$ cat src/rtl/assert_macros.svh
// ----------------------------------------------------------------------------
// assert_macros.svh
// assertion helpers clocked on clk_i and disabled during reset
// ----------------------------------------------------------------------------
`ifndef ASSERT_MACROS_SVH
`define ASSERT_MACROS_SVH

// property holds at every clock edge outside reset
`define ASSERT_ALWAYS(label, prop, msg) \
  label: assert property (@(posedge clk_i) disable iff (!rst_ni) (prop)) else $error(msg);

// antecedent implies consequent in the same cycle
`define ASSERT_IMPLIES(label, ante, cons, msg) \
  label: assert property (@(posedge clk_i) disable iff (!rst_ni) (ante) |-> (cons)) \
    else $error(msg);

`endif

$ cat src/rtl/dxt1_pkg.sv
// ----------------------------------------------------------------------------
// dxt1_pkg
// shared types, constants and palette arithmetic of the block decoder
// ----------------------------------------------------------------------------
`timescale 1ns / 1ps

package dxt1_pkg;

  localparam int unsigned MaxImageSize = 4096;
  localparam int unsigned SizeW        = 13;
  localparam int unsigned CtrW         = 10;
  localparam int unsigned BprW         = CtrW + 1;
  localparam int unsigned CoordW       = 12;
  localparam int unsigned QDepth       = 2;
  localparam int unsigned QPtrW        = $clog2(QDepth);
  localparam int unsigned QCntW        = $clog2(QDepth + 1);
  localparam int unsigned PixPerBlk    = 16;
  localparam int unsigned PixW         = $clog2(PixPerBlk);
  localparam int unsigned AddrW        = 3;

  localparam logic [15:0] MaskRed   = 16'hF800;
  localparam logic [15:0] MaskGreen = 16'h07E0;
  localparam logic [15:0] MaskBlue  = 16'h001F;

  typedef enum logic [0:0] {
    REG_IMAGE_WIDTH  = 1'b0,
    REG_IMAGE_HEIGHT = 1'b1
  } reg_idx_e;

  typedef enum logic [1:0] {
    CODE_C0  = 2'd0,
    CODE_C1  = 2'd1,
    CODE_MIX = 2'd2,
    CODE_ALT = 2'd3
  } code_e;

  typedef struct packed {
    logic [15:0] endpoint_color0;
    logic [15:0] endpoint_color1;
    logic [31:0] index_bits;
  } dxt1_blk_t;

  typedef struct packed {
    logic [CoordW-1:0] pixel_x;
    logic [CoordW-1:0] pixel_y;
    logic              inside_image;
    logic [7:0]        red;
    logic [7:0]        green;
    logic [7:0]        blue;
    logic              last_pixel;
  } dxt1_pix_t;

  typedef struct packed {
    logic [7:0] r;
    logic [7:0] g;
    logic [7:0] b;
  } rgb_t;

  typedef struct packed {
    rgb_t [3:0]      pal;
    logic [31:0]     idx;
    logic [CtrW-1:0] col;
    logic [CtrW-1:0] row;
  } dxt1_entry_t;

  typedef struct packed {
    logic [SizeW-1:0] width;
    logic [SizeW-1:0] height;
    logic [BprW-1:0]  blk_cols;
    logic [BprW-1:0]  blk_rows;
  } dxt1_geom_t;

  // exact floor(x / 3) for x below 768
  function automatic logic [7:0] div3(input logic [9:0] x);
    logic [20:0] prod;
    prod = 21'(x) * 21'd683;
    return prod[18:11];
  endfunction

  function automatic rgb_t expand565(input logic [15:0] c);
    rgb_t v;
    logic [15:0] rm, gm, bm;
    rm  = c & MaskRed;
    gm  = c & MaskGreen;
    bm  = c & MaskBlue;
    v.r = {rm[15:11], 3'b000};
    v.g = {gm[10:5], 2'b00};
    v.b = {bm[4:0], 3'b000};
    return v;
  endfunction

  function automatic logic [7:0] mix3(input logic [7:0] a, input logic [7:0] b);
    return div3(10'({a, 1'b0}) + 10'(b));
  endfunction

  function automatic logic [7:0] avg2(input logic [7:0] a, input logic [7:0] b);
    logic [8:0] s;
    s = 9'(a) + 9'(b);
    return s[8:1];
  endfunction

  function automatic logic [SizeW-1:0] clamp_size(input logic [SizeW-1:0] v);
    if (v == '0) begin
      return SizeW'(1);
    end else if (v > SizeW'(MaxImageSize)) begin
      return SizeW'(MaxImageSize);
    end
    return v;
  endfunction

endpackage

$ cat src/rtl/dxt1_block_decoder_core.sv
// ----------------------------------------------------------------------------
// dxt1_block_decoder_core
// DXT1 block decoder: one 8-byte block in, sixteen RGB888 pixels out
// ----------------------------------------------------------------------------
// Each accepted block yields sixteen pixel requests in raster order, one per
// clock from the back end's output register while out_stall_i is low; when
// idle, an accepted block is written into the queue and its first pixel is
// then registered in the output register. The front end decodes the palette
// on acceptance; a two-entry queue holds the block being drained plus one
// more, so the input stalls while a second waits. The user must write width
// and height (APB, byte address 0 and 4) only while idle; the core does not check.
`timescale 1ns / 1ps

module dxt1_block_decoder_core import dxt1_pkg::*; (
  input  logic             clk_i,
  input  logic             rst_ni,
  input  logic             psel,
  input  logic             penable,
  input  logic             pwrite,
  input  logic [AddrW-1:0] paddr,
  input  logic [31:0]      pwdata,
  output logic [31:0]      prdata,
  output logic             pready,
  input  logic             in_valid_i,
  output logic             in_stall_o,
  input  dxt1_blk_t        in_data_i,
  output logic             out_valid_o,
  input  logic             out_stall_i,
  output dxt1_pix_t        out_data_o
);

  logic [SizeW-1:0] width_q, height_q;
  logic [SizeW-1:0] w_clamp, h_clamp;
  logic [SizeW:0]   w_round, h_round;
  dxt1_geom_t       geom;
  reg_idx_e         sel;
  logic             q_full, q_push, q_pop, q_empty;
  dxt1_entry_t      q_wdata, q_head;

  assign pready = 1'b1;
  assign sel    = reg_idx_e'(paddr[2]);

  always_ff @(posedge clk_i or negedge rst_ni) begin
    if (!rst_ni) begin
      width_q  <= SizeW'(4);
      height_q <= SizeW'(4);
    end else if (psel && penable && pwrite && pready) begin
      case (sel)
        REG_IMAGE_WIDTH:  width_q  <= pwdata[SizeW-1:0];
        REG_IMAGE_HEIGHT: height_q <= pwdata[SizeW-1:0];
        default: ;
      endcase
    end
  end

  always_comb begin
    case (sel)
      REG_IMAGE_WIDTH:  prdata = 32'(width_q);
      REG_IMAGE_HEIGHT: prdata = 32'(height_q);
      default:          prdata = '0;
    endcase
  end

  assign w_clamp = clamp_size(width_q);
  assign h_clamp = clamp_size(height_q);
  assign w_round = (SizeW+1)'(w_clamp) + (SizeW+1)'(3);
  assign h_round = (SizeW+1)'(h_clamp) + (SizeW+1)'(3);

  always_comb begin
    geom.width    = w_clamp;
    geom.height   = h_clamp;
    geom.blk_cols = w_round[BprW+1:2];
    geom.blk_rows = h_round[BprW+1:2];
  end

  dxt1_front u_front (
    .clk_i      (clk_i),
    .rst_ni     (rst_ni),
    .in_valid_i (in_valid_i),
    .in_stall_o (in_stall_o),
    .in_data_i  (in_data_i),
    .geom_i     (geom),
    .q_full_i   (q_full),
    .q_push_o   (q_push),
    .q_data_o   (q_wdata)
  );

  dxt1_queue u_queue (
    .clk_i       (clk_i),
    .rst_ni      (rst_ni),
    .push_i      (q_push),
    .push_data_i (q_wdata),
    .full_o      (q_full),
    .pop_i       (q_pop),
    .empty_o     (q_empty),
    .head_o      (q_head)
  );

  dxt1_back u_back (
    .clk_i       (clk_i),
    .rst_ni      (rst_ni),
    .q_empty_i   (q_empty),
    .q_head_i    (q_head),
    .q_pop_o     (q_pop),
    .geom_i      (geom),
    .out_valid_o (out_valid_o),
    .out_stall_i (out_stall_i),
    .out_data_o  (out_data_o)
  );

endmodule

$ cat src/rtl/dxt1_front.sv
// ----------------------------------------------------------------------------
// dxt1_front
// accepts blocks, builds the four-color palette and walks the block counter
// ----------------------------------------------------------------------------
`timescale 1ns / 1ps

module dxt1_front import dxt1_pkg::*; (
  input  logic        clk_i,
  input  logic        rst_ni,
  input  logic        in_valid_i,
  output logic        in_stall_o,
  input  dxt1_blk_t   in_data_i,
  input  dxt1_geom_t  geom_i,
  input  logic        q_full_i,
  output logic        q_push_o,
  output dxt1_entry_t q_data_o
);

  logic [CtrW-1:0] col_q, col_d;
  logic [CtrW-1:0] row_q, row_d;
  rgb_t            c0, c1;
  logic [BprW-1:0] col_inc, row_inc;

  assign in_stall_o = q_full_i;
  assign q_push_o   = in_valid_i && !q_full_i;

  assign c0 = expand565(in_data_i.endpoint_color0);
  assign c1 = expand565(in_data_i.endpoint_color1);

  always_comb begin
    q_data_o.pal[CODE_C0] = c0;
    q_data_o.pal[CODE_C1] = c1;
    if (in_data_i.endpoint_color0 > in_data_i.endpoint_color1) begin
      q_data_o.pal[CODE_MIX] = '{r: mix3(c0.r, c1.r), g: mix3(c0.g, c1.g),
                                 b: mix3(c0.b, c1.b)};
      q_data_o.pal[CODE_ALT] = '{r: mix3(c1.r, c0.r), g: mix3(c1.g, c0.g),
                                 b: mix3(c1.b, c0.b)};
    end else begin
      q_data_o.pal[CODE_MIX] = '{r: avg2(c0.r, c1.r), g: avg2(c0.g, c1.g),
                                 b: avg2(c0.b, c1.b)};
      q_data_o.pal[CODE_ALT] = '0;
    end
    q_data_o.idx = in_data_i.index_bits;
    q_data_o.col = col_q;
    q_data_o.row = row_q;
  end

  assign col_inc = BprW'(col_q) + BprW'(1);
  assign row_inc = BprW'(row_q) + BprW'(1);

  always_comb begin
    col_d = col_q;
    row_d = row_q;
    if (q_push_o) begin
      if (col_inc >= geom_i.blk_cols || col_inc[CtrW]) begin
        col_d = '0;
        if (row_inc >= geom_i.blk_rows || row_inc[CtrW]) begin
          row_d = '0;
        end else begin
          row_d = row_inc[CtrW-1:0];
        end
      end else begin
        col_d = col_inc[CtrW-1:0];
      end
    end
  end

  always_ff @(posedge clk_i or negedge rst_ni) begin
    if (!rst_ni) begin
      col_q <= '0;
      row_q <= '0;
    end else begin
      col_q <= col_d;
      row_q <= row_d;
    end
  end

endmodule

$ cat src/rtl/dxt1_queue.sv
// ----------------------------------------------------------------------------
// dxt1_queue
// short fifo of decoded block entries between front and back
// ----------------------------------------------------------------------------
`timescale 1ns / 1ps

`include "assert_macros.svh"

module dxt1_queue import dxt1_pkg::*; (
  input  logic        clk_i,
  input  logic        rst_ni,
  input  logic        push_i,
  input  dxt1_entry_t push_data_i,
  output logic        full_o,
  input  logic        pop_i,
  output logic        empty_o,
  output dxt1_entry_t head_o
);

  dxt1_entry_t      mem_q [QDepth];
  logic [QPtrW-1:0] wptr_q, rptr_q;
  logic [QCntW-1:0] cnt_q;

  assign full_o  = (cnt_q == QCntW'(QDepth));
  assign empty_o = (cnt_q == '0);
  assign head_o  = mem_q[rptr_q];

  always_ff @(posedge clk_i) begin
    if (push_i) begin
      mem_q[wptr_q] <= push_data_i;
    end
  end

  always_ff @(posedge clk_i or negedge rst_ni) begin
    if (!rst_ni) begin
      wptr_q <= '0;
      rptr_q <= '0;
      cnt_q  <= '0;
    end else begin
      if (push_i) begin
        wptr_q <= (wptr_q == QPtrW'(QDepth - 1)) ? '0 : wptr_q + QPtrW'(1);
      end
      if (pop_i) begin
        rptr_q <= (rptr_q == QPtrW'(QDepth - 1)) ? '0 : rptr_q + QPtrW'(1);
      end
      cnt_q <= cnt_q + QCntW'(push_i) - QCntW'(pop_i);
    end
  end

  `ASSERT_ALWAYS(a_cnt_bound, cnt_q <= QCntW'(QDepth), "queue count beyond depth")
  `ASSERT_IMPLIES(a_no_pop_empty, pop_i, !empty_o, "pop from empty queue")
  `ASSERT_IMPLIES(a_no_push_full, push_i, !full_o, "push into full queue")

endmodule

$ cat src/rtl/dxt1_back.sv
// ----------------------------------------------------------------------------
// dxt1_back
// emits the sixteen pixels of each queued block through an output register
// ----------------------------------------------------------------------------
`timescale 1ns / 1ps

`include "assert_macros.svh"

module dxt1_back import dxt1_pkg::*; (
  input  logic        clk_i,
  input  logic        rst_ni,
  input  logic        q_empty_i,
  input  dxt1_entry_t q_head_i,
  output logic        q_pop_o,
  input  dxt1_geom_t  geom_i,
  output logic        out_valid_o,
  input  logic        out_stall_i,
  output dxt1_pix_t   out_data_o
);

  logic [PixW-1:0]   pix_q, pix_d;
  logic              vld_q, vld_d;
  dxt1_pix_t         out_q, pix_val;
  logic              load;
  logic [1:0]        code;
  logic [CoordW-1:0] x, y;
  rgb_t              color;

  assign load = !vld_q || !out_stall_i;

  assign code  = q_head_i.idx[{pix_q, 1'b0} +: 2];
  assign color = q_head_i.pal[code];
  assign x     = {q_head_i.col, pix_q[1:0]};
  assign y     = {q_head_i.row, pix_q[3:2]};

  always_comb begin
    pix_val.pixel_x      = x;
    pix_val.pixel_y      = y;
    pix_val.inside_image = (SizeW'(x) < geom_i.width) && (SizeW'(y) < geom_i.height);
    pix_val.red          = color.r;
    pix_val.green        = color.g;
    pix_val.blue         = color.b;
    pix_val.last_pixel   = (pix_q == PixW'(PixPerBlk - 1));
  end

  assign q_pop_o = load && !q_empty_i && pix_val.last_pixel;

  always_comb begin
    pix_d = pix_q;
    vld_d = vld_q;
    if (load) begin
      vld_d = !q_empty_i;
      if (!q_empty_i) begin
        pix_d = pix_q + PixW'(1);
      end
    end
  end

  always_ff @(posedge clk_i) begin
    if (load && !q_empty_i) begin
      out_q <= pix_val;
    end
  end

  always_ff @(posedge clk_i or negedge rst_ni) begin
    if (!rst_ni) begin
      pix_q <= '0;
      vld_q <= 1'b0;
    end else begin
      pix_q <= pix_d;
      vld_q <= vld_d;
    end
  end

  assign out_valid_o = vld_q;
  assign out_data_o  = out_q;

  `ASSERT_IMPLIES(a_mid_block_has_entry, pix_q != '0, !q_empty_i,
                  "block in progress without queued entry")

endmodule
$ cat config.mk
export PLATFORM = sky130hd
export DESIGN_NAME = dxt1_block_decoder_core
export DESIGN_NICKNAME = d
export VERILOG_FILES = /design/src/rtl/dxt1_pkg.sv /design/src/rtl/dxt1_block_decoder_core.sv /design/src/rtl/dxt1_front.sv /design/src/rtl/dxt1_queue.sv /design/src/rtl/dxt1_back.sv
export VERILOG_INCLUDE_DIRS = /design/src /design/src/rtl
export SDC_FILE = /design/constraint.sdc
export NUM_CORES = 1
export LEC_CHECK = 0
export BUFFER_PORTS_ARGS = -buffer_cell sky130_fd_sc_hd__buf_2
export CAP_MARGIN = 30
export CORE_ASPECT_RATIO = 1.1
export CORE_MARGIN = 8
export CORE_UTILIZATION = 60
export DETAILED_ROUTE_END_ITERATION = 16
export GPL_ROUTABILITY_DRIVEN = 0
export GPL_TIMING_DRIVEN = 0
export PLACE_DENSITY_LB_ADDON = 0.2
export SLEW_MARGIN = 20
export SYNTH_ARGS = -nofsm -noshare
export SYNTH_HDL_FRONTEND = slang
export SYNTH_SLANG_ARGS = --single-unit
export TNS_END_PERCENT = 30
$ cat constraint.sdc
create_clock -name clk_i -period 8.1 [get_ports clk_i]
set_input_delay 0.81 -clock clk_i [delete_from_list [all_inputs] [get_ports clk_i]]
set_output_delay 0.81 -clock clk_i [all_outputs]
set_load 0.02 [all_outputs]
==> summary.txt, run 1 <==
status: complete, no violations
Total GRT Usage: 23.0%
GR Util met2: 42.9%
Final setup viols: 0
Comb power frac: 60.0%
starting density of the core: 60.3%
number of synthesized flops with an enable pin: 314
Max VDD drop: 330 uV
nets@finish: 2,843
leakage power: 12.8 nW
RSZ-0062 raised after global routing: false
worst hold slack: 0.319 ns
ANT cells: 0
power density cells: 418 nW/um^2
DIE AREA: 49,000 sq um
Max Clk Rate: 0.143 GHz
final std cells w/o fill: 2,857
vias per cell: 5.77
Worst-path clk slew: 0.06 ns
Wirelength per Cell: 19.8 um
final hold violation count: 0
DP Cell Count: 2,794
die outline width: 212 um
flop2flop setup slack: 3.78 ns
Net Sw Power: 5.05 mW
Final Instance Area: 28,100 sq um
Worst Path Arrival: 7.24 ns
GRT met1 Usage: 28.1%
Critical Path RT: 8.35 ns
pins over their slew limit: 0
largest net degree at the start of global routing: 56
vias post-DR: 16,500
gr ovfl total: 0
CP endpoint kind: register
clk root buf: clkbuf_16
total CTS buffers: 34
initial antenna violation count: 0
Slew @ Worst Pin: 0.871 ns
Post-Route Skew: 0.0232 ns
Gate Count Post-Synth: 2,051
Rows: 79
commonest cells after routing, fill and taps aside: ha_1, edfxtp_1, inv_1
Clock Path Buffers: 3
Boundary Pins: 191
Final HPWL DP: 44,900 um
busiest grt layer: met2
Post-DRT Antenna Nets: 0
Yosys Warn Count: 0
Remaining DRCs: 0
critical-path maximum fanout: 8
commonest non-fill, non-tap cell in the layout: ha_1
post-synthesis average cell area: 12.3 sq um
Seq cells post-synth: 369
switching share of power: 43.0%
Die H: 231 um
Internal Power: 6.70 mW
I/O Buffers: 148
clk_lat worst skew: 0.53 ns
dpl cell area: 27,100 sq um
Clock Sinks: 369
Synth-to-Final Area Change: 11.3%
Post-synth ARST share: 14.9%
Worst setup SP type: input pin
Final Cycle Share: 86.4%
1st-iter DRT viols: 989
Tmin final: 6.99 ns
part of the power in registers: 27.3%
ratio of cells with drive above 1 in the final layout: 15.4%
Post-CTS Resized: 0
Worst Setup Path Type: input pin to register
Total Wirelength: 56,400 um
register area share after synthesis: 42.7%
grt met3 use: 1.95%
Core Region: 41,900 sq um
utilization after layout: 67.1%
# hold bufs at CTS: 0
first drt pass iteration count: 5
ys flop type: edfxtp_1
Mapped Area: 25,300 sq um
post-CTS setup buffers: 0
CTS HTree Levels: 2
clock power share: 12.7%
Hold Path Class: input pin to async pin
Slew headroom: 41.3%
CTS tree: done
max cap viols: 0
vias in the first global route: 17,500
synth unique cells: 65
first-pass GRT wire length: 90,000 um
[logic make-up (layout without fill, tap and decap cells)]
logic type / count (synthesis) / in the layout / share of synthesized area, %
AND/OR/NAND/NOR: 373 / 373 / 7.43
multiplexers: 171 / 171 / 7.77
adder cells (fa/ha/maj): 472 / 472 / 25.3
other: 2 / 20 / 0.0297
flip-flops: 369 / 369 / 42.7
buffers and inverters: 246 / 467 / 4.20
AO/OA/AOI/OAI: 286 / 286 / 7.92
XOR/XNOR: 132 / 132 / 4.57
[registers in the layout (all words and copies together) (netlist names), 2 cells and up]
register	count
u_front.row_q	10
u_queue.cnt_q	2
u_back.pix_q	4
u_back.out_data_o	50
height_q	13
u_queue.mem_q	264
width_q	13
u_front.col_q	10
[path summary, 6_finish.rpt]
kind,start,end,depth (start not counted)
hold reg to reg,u_back.pix_q[2],u_back.out_data_o[26],0
setup reg to reg,u_queue.rptr_q,u_back.out_data_o[25],13
max in group asynchronous,rst_ni,width_q[6],1
min in group clk_i,in_data_i[21],u_queue.mem_q[0][41],1
setup / recovery,in_data_i[37],u_queue.mem_q[0][122],23
hold / removal,rst_ni,u_back.out_valid_o,1
[power groups by stage]
stage	clock network, mW	logic (mW)	registers [mW]
floorplan	0	4.86	3.38
global placement	0	6.66	3.33
detailed placement	0	7.00	3.25
CTS	1.51	7.09	3.21
global route	1.57	7.83	3.26
finish	1.49	7.05	3.21
[per-stage QoR]
step           setup WS, ns  power (mW)  TNS (ns)
2_1_floorplan         0.910        8.24         0
3_3_place_gp          -2.22        9.99   -292.44
3_5_place_dp          0.509        10.2         0
4_1_cts                1.05        11.8         0
5_1_grt               0.761        12.7         0
6_report               1.11        11.7         0
[worst max-delay path, cell delays in order]
cell and delay [ns]:
buf_2 0.18, ha_1 0.25, fa_1 0.41, a21o_1 0.19, a21oi_1 0.23, nor2b_1 0.07, o21ai_0 0.69, inv_1 0.19
ha_1 0.34, ha_1 0.31, inv_1 0.07, fa_1 0.53, inv_1 0.06, fa_1 0.46, ha_1 0.31, ha_1 0.34
a21oi_1 0.14, nand2_1 0.08, a221oi_1 0.54, o21ai_0 0.30, a311oi_1 0.36, xor2_1 0.28, nor2_1 0.11
[layout make-up]
class	instances	area [sq um]
sequential	369	10800
buffer	67	392
timing repair buffer	160	1010
inverter	179	672
clock buffer	48	935
tap	567	709
clock inverter	13	103
multi-input combinational	1454	13500
fill	3100	13800
[layer usage]
metal / part of all wire (%) / vias up
met5: 0 / -
met4: 2.6 / 0
met3: 3.8 / 87
met2: 52 / 367
met1: 42 / 8109
li1: - / 7933
[synthesized netlist by cell type (27+ instances only)]
master	instances	area, sq um
dfrtp_1	53	1330
a22o_1	45	394
fa_1	67	1340
xor2_1	44	385
ha_1	405	5070
nor3_1	32	160
nand2_1	82	308
nor2_1	83	312
edfxtp_1	314	9430
xnor2_1	88	771
a21o_1	34	255
mux2i_1	88	881
mux2_2	71	800
inv_1	179	672
nand3_1	27	135
a21oi_1	64	320
nand2b_1	34	213
o21ai_0	43	215
Note: power is estimated with default switching activity, not from simulation.
==> run 2: changes to the inputs <==
--- a/config.mk
+++ b/config.mk
@@ -6,8 +6,9 @@
 export SDC_FILE = /design/constraint.sdc
 export NUM_CORES = 1
 export LEC_CHECK = 0
+export ABC_AREA = 1
 export BUFFER_PORTS_ARGS = -buffer_cell sky130_fd_sc_hd__buf_2
-export CAP_MARGIN = 30
+export CAP_MARGIN = 20
 export CORE_ASPECT_RATIO = 1.1
 export CORE_MARGIN = 8
 export CORE_UTILIZATION = 60
==> run 2 against run 1 <==
Compared with the run above:
- via count is 27% higher
- clock power is 13% higher
- sequential cell count stayed put
- sequential share of layout area is 2.5 points lower
- hold slack hardly changed
- setup slack better by 1.4 ns
- largest cell class unchanged
- largest power group unchanged
==> summary.txt, run 2 <==
Core Region: 44,500 sq um
Remaining DRCs: 0
number of synthesized flops with an enable pin: 314
post-synth top area cell: edfxtp_1
post-CTS setup buffers: 0
FF/Latch Area: 10,800 sq um
Yosys top cell area share: 34.8%
I/O Buffers: 149
Internal Power: 6.93 mW
CTS tree: done
Critical Path RT: 8.38 ns
clk_lat worst skew: 0.54 ns
critical path's slowest cell: a21oi_1
Worst setup SP type: input pin
commonest cells after routing, fill and taps aside: nand2_1, ha_1, inv_1
total CTS buffers: 36
CTS HTree Levels: 2
Net Sw Power: 6.33 mW
RSZ-0062 raised after global routing: false
Wirelength per Cell: 17.7 um
number of flip-flops in the largest register: 264
ratio of cells with drive above 1 in the final layout: 9.78%
routed length on met3: 3470 um
ys flop type: edfxtp_1
vias post-DR: 21,000
Slew headroom: 34.0%
leakage power: 14.8 nW
DP Cell Count: 3,663
power density cells: 440 nW/um^2
Tmin final: 5.57 ns
Synth-to-Final Area Change: 11.2%
Seq cells post-synth: 369
Mapped Area: 27,100 sq um
status: complete, no violations
part of the power in registers: 25.1%
M1 WL: 26,900 um
Post-CTS Resized: 0
pins over their slew limit: 0
Total Wirelength: 66,200 um
Worst Path Arrival: 5.85 ns
setup_tns: 0 ns
Rows: 81
Filler cells: 3,473
Comb power frac: 62.2%
Top reg by flops: u_queue.mem_q
Worst Setup Path Type: input pin to register
# hold bufs at CTS: 0
Worst-path clk slew: 0.06 ns
CP delay by family, top: adder cells
cell mode on critical path: nand2_1
Final setup viols: 0
utilization after layout: 67.7%
critical-path maximum fanout: 9
first-pass GRT wire length: 107,000 um
Max Clk Rate: 0.180 GHz
first drt pass iteration count: 7
Max VDD drop: 253 uV
Post-synth ARST share: 14.9%
post-synthesis average cell area: 9.33 sq um
largest stage delay on the critical path: 0.54 ns
max cap viols: 0
initial antenna violation count: 1
gr ovfl total: 0
Clock Sinks: 369
multi-input logic area: 14,500 sq um
synth top area cells: edfxtp_1, ha_1, nand2_1
Post-DRT Antenna Nets: 0
DIE AREA: 52,200 sq um
largest net degree at the start of global routing: 56
register area share after synthesis: 39.9%
vias per cell: 5.63
Total GRT Usage: 25.2%
Met2 Wirelength: 33,100 um
Final HPWL DP: 52,800 um
ranking of synthesized cells by instance count: nand2_1, ha_1, inv_1
most common cell in the netlist: nand2_1
final hold violation count: 0
starting density of the core: 60.9%
Post-Route Skew: 0.0146 ns
commonest non-fill, non-tap cell in the layout: nand2_1
switching share of power: 47.8%
clock power share: 12.7%
1st-iter DRT viols: 1,833
die outline width: 219 um
Die H: 239 um
CP endpoint kind: register
Yosys Warn Count: 0
highest metal used: met4
Boundary Pins: 191
Gate Count Post-Synth: 2,903
clk root buf: clkbuf_16
Clock Path Buffers: 3
vias in the first global route: 21,400
Worst Path Buf+Inv: 4
synth unique cells: 49
nets@finish: 3,698
final std cells w/o fill: 3,731
Final Cycle Share: 68.8%
Slew @ Worst Pin: 0.979 ns
Hold Path Class: input pin to async pin
==> run 2: changes by cell type after synthesis, moves of 23 or more <==
cell	delta
a21oi_1	+65
nand2b_1	-34
a21o_1	-23
mux2_2	-71
xnor2_1	-57
nand3_1	+159
nor2_1	+171
inv_1	+172
o21ai_0	+79
o21ai_1	+32
nand2_1	+515
a22o_1	-45
mux2i_1	-24
==> run 2: stage by stage <==
stage	hold slack, ns	power, mW	instance area, sq um	setup WS [ns]
floorplan	0.454	9.15	27100	0.984
global placement	0.478	11.2	28600	-2.38
detailed placement	0.483	11.5	28900	1.98
CTS	0.350	13.2	30100	2.54
global route	0.371	14.4	30100	2.12
finish	0.319	13.3	30100	2.53
==> run 2: worst paths after layout <==
| path | to | from | cells after the start | slack (ns) |
|---|---|---|---|---|
| min in group clk_i | u_queue.mem_q[1][37] | in_data_i[17] | 1 | 0.47 |
| max | u_queue.mem_q[1][99] | in_data_i[53] | 25 | 2.53 |
| max in group asynchronous | width_q[9] | rst_ni | 1 | 7.24 |
| min | u_back.out_valid_o | rst_ni | 1 | 0.32 |
| min reg2reg | u_back.out_data_o[38] | u_back.pix_q[0] | 0 | 0.50 |
| max reg2reg | u_front.row_q[9] | width_q[2] | 19 | 4.50 |
==> run 2: final cells by class <==
type | instances | area share (%)
sequential | 369 | 35.9
tap | 581 | 2.41
buffer | 75 | 1.58
multi-input combinational | 2117 | 48.2
clock buffer | 49 | 3.46
clock inverter | 17 | 0.494
inverter | 360 | 4.51
timing repair buffer | 161 | 3.43
antenna | 2 | 0.0166
==> run 2: per-layer routing <==
metal	track usage (%)	vias up
met5	0	-
met4	10.2	0
met3	2.64	179
met2	45.1	673
met1	30.5	9924
li1	-	10200
==> run 2: power by group through the flow <==
stage	clock network [mW]	registers, mW	logic (mW)
2_1_floorplan	0	3.50	5.65
3_3_place_gp	0	3.47	7.76
3_5_place_dp	0	3.36	8.13
4_1_cts	1.70	3.33	8.21
5_1_grt	1.77	3.38	9.24
6_report	1.68	3.33	8.24
==> run 2: cell families after synthesis <==
logic type      Yosys count  synth area share [%]
mux                      64                  2.37
compound gates          339                  6.81
fa+ha+maj               472                  23.7
other cells               2                0.0277
buf+inv                 435                  6.77
simple gates           1125                  17.3
xor+xnor                 97                  3.14
flops                   369                  39.9
